$ cat src/hdl/lbsa_pkg.sv
// ----------------------------------------------------------------------------
// Buffer slot allocator package
// Field widths, the slot table entry layout, controller states and the
// command and status bundles between controller and datapath.
// ----------------------------------------------------------------------------
`timescale 1ns / 1ps

package lbsa_pkg;

  localparam int SHAPE_W    = 16;
  localparam int BYTES_W    = 40;
  localparam int TYPE_W     = 4;
  localparam int LAST_W     = 11;
  localparam int SLOT_OUT_W = 6;
  localparam int STEP_OUT_W = 10;
  localparam int SUM_W      = 48;

  // One slot table entry as stored in the RAM.
  typedef struct packed {
    logic [SHAPE_W-1:0] shape;
    logic [BYTES_W-1:0] bytes;
    logic [TYPE_W-1:0]  etype;
    logic [LAST_W-1:0]  free_after;
    logic               pinned;
  } lbsa_entry_t;

  localparam int ENTRY_W = $bits(lbsa_entry_t);

  typedef enum logic [1:0] {
    ST_IDLE,
    ST_SCAN,
    ST_COMMIT
  } lbsa_state_t;

  typedef struct packed {
    logic accept;
    logic scan;
    logic commit;
  } lbsa_cmd_t;

  typedef struct packed {
    logic match;
    logic scan_done;
    logic out_free;
  } lbsa_stat_t;

endpackage

$ cat src/hdl/lbsa_ctrl.sv
// ----------------------------------------------------------------------------
// Buffer slot allocator controller
// Sequences accept, first-fit scan and commit of one step at a time.
// ----------------------------------------------------------------------------
`timescale 1ns / 1ps

module lbsa_ctrl import lbsa_pkg::*; (
  input  logic       clk,
  input  logic       rst_n,
  input  logic       in_valid,
  output logic       in_ready,
  input  lbsa_stat_t st,
  output lbsa_cmd_t  cmd
);

  lbsa_state_t state_r, state_nxt;

  always_ff @(posedge clk) begin
    if (!rst_n) begin
      state_r <= ST_IDLE;
    end else begin
      state_r <= state_nxt;
    end
  end

  always_comb begin
    state_nxt = state_r;
    unique case (state_r)
      ST_IDLE: begin
        if (in_valid) state_nxt = ST_SCAN;
      end
      ST_SCAN: begin
        if (st.match || st.scan_done) state_nxt = ST_COMMIT;
      end
      ST_COMMIT: begin
        if (st.out_free) state_nxt = ST_IDLE;
      end
      default: state_nxt = ST_IDLE;
    endcase
  end

  always_comb begin
    in_ready   = 1'b0;
    cmd        = '0;
    unique case (state_r)
      ST_IDLE: begin
        in_ready   = 1'b1;
        cmd.accept = in_valid;
      end
      ST_SCAN: begin
        cmd.scan = 1'b1;
      end
      ST_COMMIT: begin
        cmd.commit = st.out_free;
      end
      default: begin
        in_ready = 1'b0;
      end
    endcase
  end

endmodule

$ cat config.mk
export PLATFORM = sky130hd
export DESIGN_NAME = lbsa_ctrl
export DESIGN_NICKNAME = d
export VERILOG_FILES = /design/src/hdl/lbsa_pkg.sv /design/src/hdl/lbsa_ctrl.sv
export SDC_FILE = /design/constraint.sdc
export NUM_CORES = 1
export LEC_CHECK = 0
export BUFFER_PORTS_ARGS = -buffer_cell sky130_fd_sc_hd__buf_4
export CORE_AREA = 8 8 45 47
export CTS_BUF_LIST = sky130_fd_sc_hd__clkbuf_8
export CTS_CLUSTER_DIAMETER = 150
export CTS_CLUSTER_SIZE = 10
export DETAILED_ROUTE_END_ITERATION = 7
export DIE_AREA = 0 0 53 55
export GPL_TIMING_DRIVEN = 0
export HOLD_SLACK_MARGIN = 0.03
export PLACE_DENSITY = 0.31
export SYNTH_ARGS = -nofsm -noshare
export SYNTH_HDL_FRONTEND = slang
export SYNTH_SLANG_ARGS = --single-unit
$ cat constraint.sdc
create_clock -name clk -period 0.8 [get_ports clk]
set_input_delay 0.2 -clock clk [delete_from_list [all_inputs] [get_ports clk]]
set_output_delay 0.2 -clock clk [all_outputs]
set_load 0.005 [all_outputs]
==> impl_metrics.csv <==
group,metric,value,unit
floorplanning,rows,14,
layout,largest_reg_flops,2,
floorplanning,coreArea,1384,um2
timing,slew-limit-headroom,90.72,%
logic_synthesis,yosysUniqueCellTypes,9,
floorplanning,ios,10,
timing,layout_setup_ws,-0.2918,ns
routing,drcViolationCount,0,
setup_path,startpoint_type,"flop",
clocking,postCtsHoldBufs,0,
layout,fill_cells,159,
clocking,cts_tree,"yes",
place,place_inst,38,
timing,whs,0.2092,ns
layout,final_common_cell,"buf_4",
clocking,clk_latency,0.21,ns
layout,diodes,0,
routing,drtIter0Drc,1,
timing,finalCritPeriodShare,136.5,%
setup_path,required,0.60,ns
floorplanning,die_h,55,um
timing,setup_violations,5,
logic_synthesis,synth_area_per_cell,8.855,um2
logic_synthesis,synth_top_area_cell,"dfxtp_1",
setup_path,worstSetupPathType,"flop to output pin",
clocking,clock_path_buffers,2,
clocking,cts-root-buf,"clkbuf_8",
layout,fin_util,20.25,%
status,violations,"negative setup slack",
status,status,"complete, but fails checks",
worst_hold_path,hold_path.class,"input pin to flop",
layout,regMostFlops,"state_r",
logic_synthesis,syn-num-nets,19,
power,vdd_drop_max,0.7027,mV
logic_synthesis,synthTopCellsByArea,"dfxtp_1 (35%), nor3b_1 (13%), nor2b_4 (12%)",
routing,drt-wirelength-per-cell,9.333,um
setup_path,slowest_stage,"dfxtp_4",
grt,overflow,0,
floorplanning,die_area,2915,um2
clocking,htree_levels,1,
floorplanning,die_w,53,um
logic_synthesis,synth_top_area_share,34.78,%
clocking,numCtsBuffers,3,
timing,fin_crit,1.092,ns
timing,clock.fmax,916.0,MHz
routing,vias,132,
layout,layout-drive-gt1-share,69.23,%
logic_synthesis,syn_inst,13,
setup_path,crit_fanout,5,
grt,antenna_found_initial,0,
clocking,cts.clk_slew.worst_paths,0.03,ns
routing,ant_nets,0,
routing,finalWirelength,392,um
place,gp_congestion,0.6897,
grt,grt_max_degree,6,
layout,stdcell_count,42,
grt,grt_pass1_wl,627,um
layout,reg_top3,"state_r x2",
timing,clock-skew-final,0.0007876,ns
power,cellPowerDensity,2170,nW/um2
grt,grt_util_all_layers,3.328,%
grt,grt_pass1_vias,158,
setup_path,worstPathArrival,0.89,ns
logic_synthesis,yosysSeqAreaShare,34.78,%
setup_path,cpPeakStageDelay,0.36,ns
timing,worst_pin_slew,0.1353,ns
clocking,cts_sinks,2,
timing,slew_viol_final,0,
setup_path,path_cells,"nor2_4, and2_4, buf_6",
layout,final_cell_mix,"buf_4 (7), clkbuf_8 (3), buf_6 (3)",
setup_path,worstSetupEndpointType,"output pin",
timing,finalHoldViolations,0,
place,pre_cts_slack,-0.1131,ns
routing,drtPass1Iterations,2,
power,leakage,0.0001256,uW
floorplanning,start_util,8.318,%
logic_synthesis,ys_warn_count,0,
timing,rsz0062_at_grt,"yes",
place,port_buffers,9,
layout,fin_nets,34,
logic_synthesis,syn_area,115.1,um2
routing,viasPerCell,3.143,
logic_synthesis,ys_seq_elements,2,
layout,synthToLayoutAreaGrowth,143.5,%
run,cap_violations,0,
-- timing repair --
item / in CTS / in global routing
pin swaps: 2 / 4
setup endpoints to repair: 5 / 6
setup buffers: 1 / 0
resized for setup: 6 / 2
cloned: 0 / 0
-- synth_stat cells --
library cell  count
and2_1            1
mux2i_1           1
dfxtp_1           2
nand2_1           1
o21a_1            1
nor3b_1           2
nor2b_4           1
nor2_1            3
and2b_1           1
-- worst max-delay path, delay by kind of cell (launching register included) --
family	cells	cell delay (ns)
flip-flops	1	0.36
AND/OR/NAND/NOR	2	0.25
buffers and inverters	1	0.08
-- routing by layer --
metal | global-route usage (%) | share of wire (%) | up-vias
met4 | 5.172 | 0 | 0
li1 | - | - | 69
met3 | 3.743 | 28 | 0
met2 | 3.125 | 31 | 10
met1 | 2.874 | 41 | 53
met5 | 0 | 0 | -
-- metrics by stage --
stage | TNS (ns) | instance area [um2] | total power [uW]
5_1_grt | -1.294 | 280.3 | 642.1
3_5_place_dp | -0.2778 | 205.2 | 198.7
3_3_place_gp | -0.2246 | 205.2 | 197.5
6_report | -1.114 | 280.3 | 608.3
2_1_floorplan | -0.06195 | 117.6 | 148.8
4_1_cts | -1.143 | 274.0 | 619.0
-- final timing paths --
check             start          to  slack [ns]  cells past startpoint
max reg2reg  state_r[0]  state_r[1]       -0.10                      3
max          state_r[1]      cmd[2]       -0.29                      3
min               rst_n  state_r[1]        0.21                      2
min reg2reg  state_r[1]  state_r[0]        0.48                      1
-- where the power goes --
group          internal (uW)  total [uW]  leakage, uW  switching, uW
Combinational           73.7         102    0.0000862           28.3
Sequential               106         119    0.0000178           13.7
Clock                    317         387    0.0000216           69.5
Total                    497         608     0.000126            112
-- cell families after synthesis --
kind of cell / Yosys count / share of synthesized area, %
simple gates: 9 / 50.00
mux: 1 / 8.696
compound gates: 1 / 6.524
flops: 2 / 34.78
-- layout make-up --
type,count,area [um2],share of cell area [%]
multi-input cells,11,85.08,30.36
flip-flops and latches,2,47.55,16.96
clock buffers,3,41.29,14.73
repair buffers,10,86.33,30.80
well taps,16,20.02,7.143
Note: power is estimated with default switching activity, not from simulation.
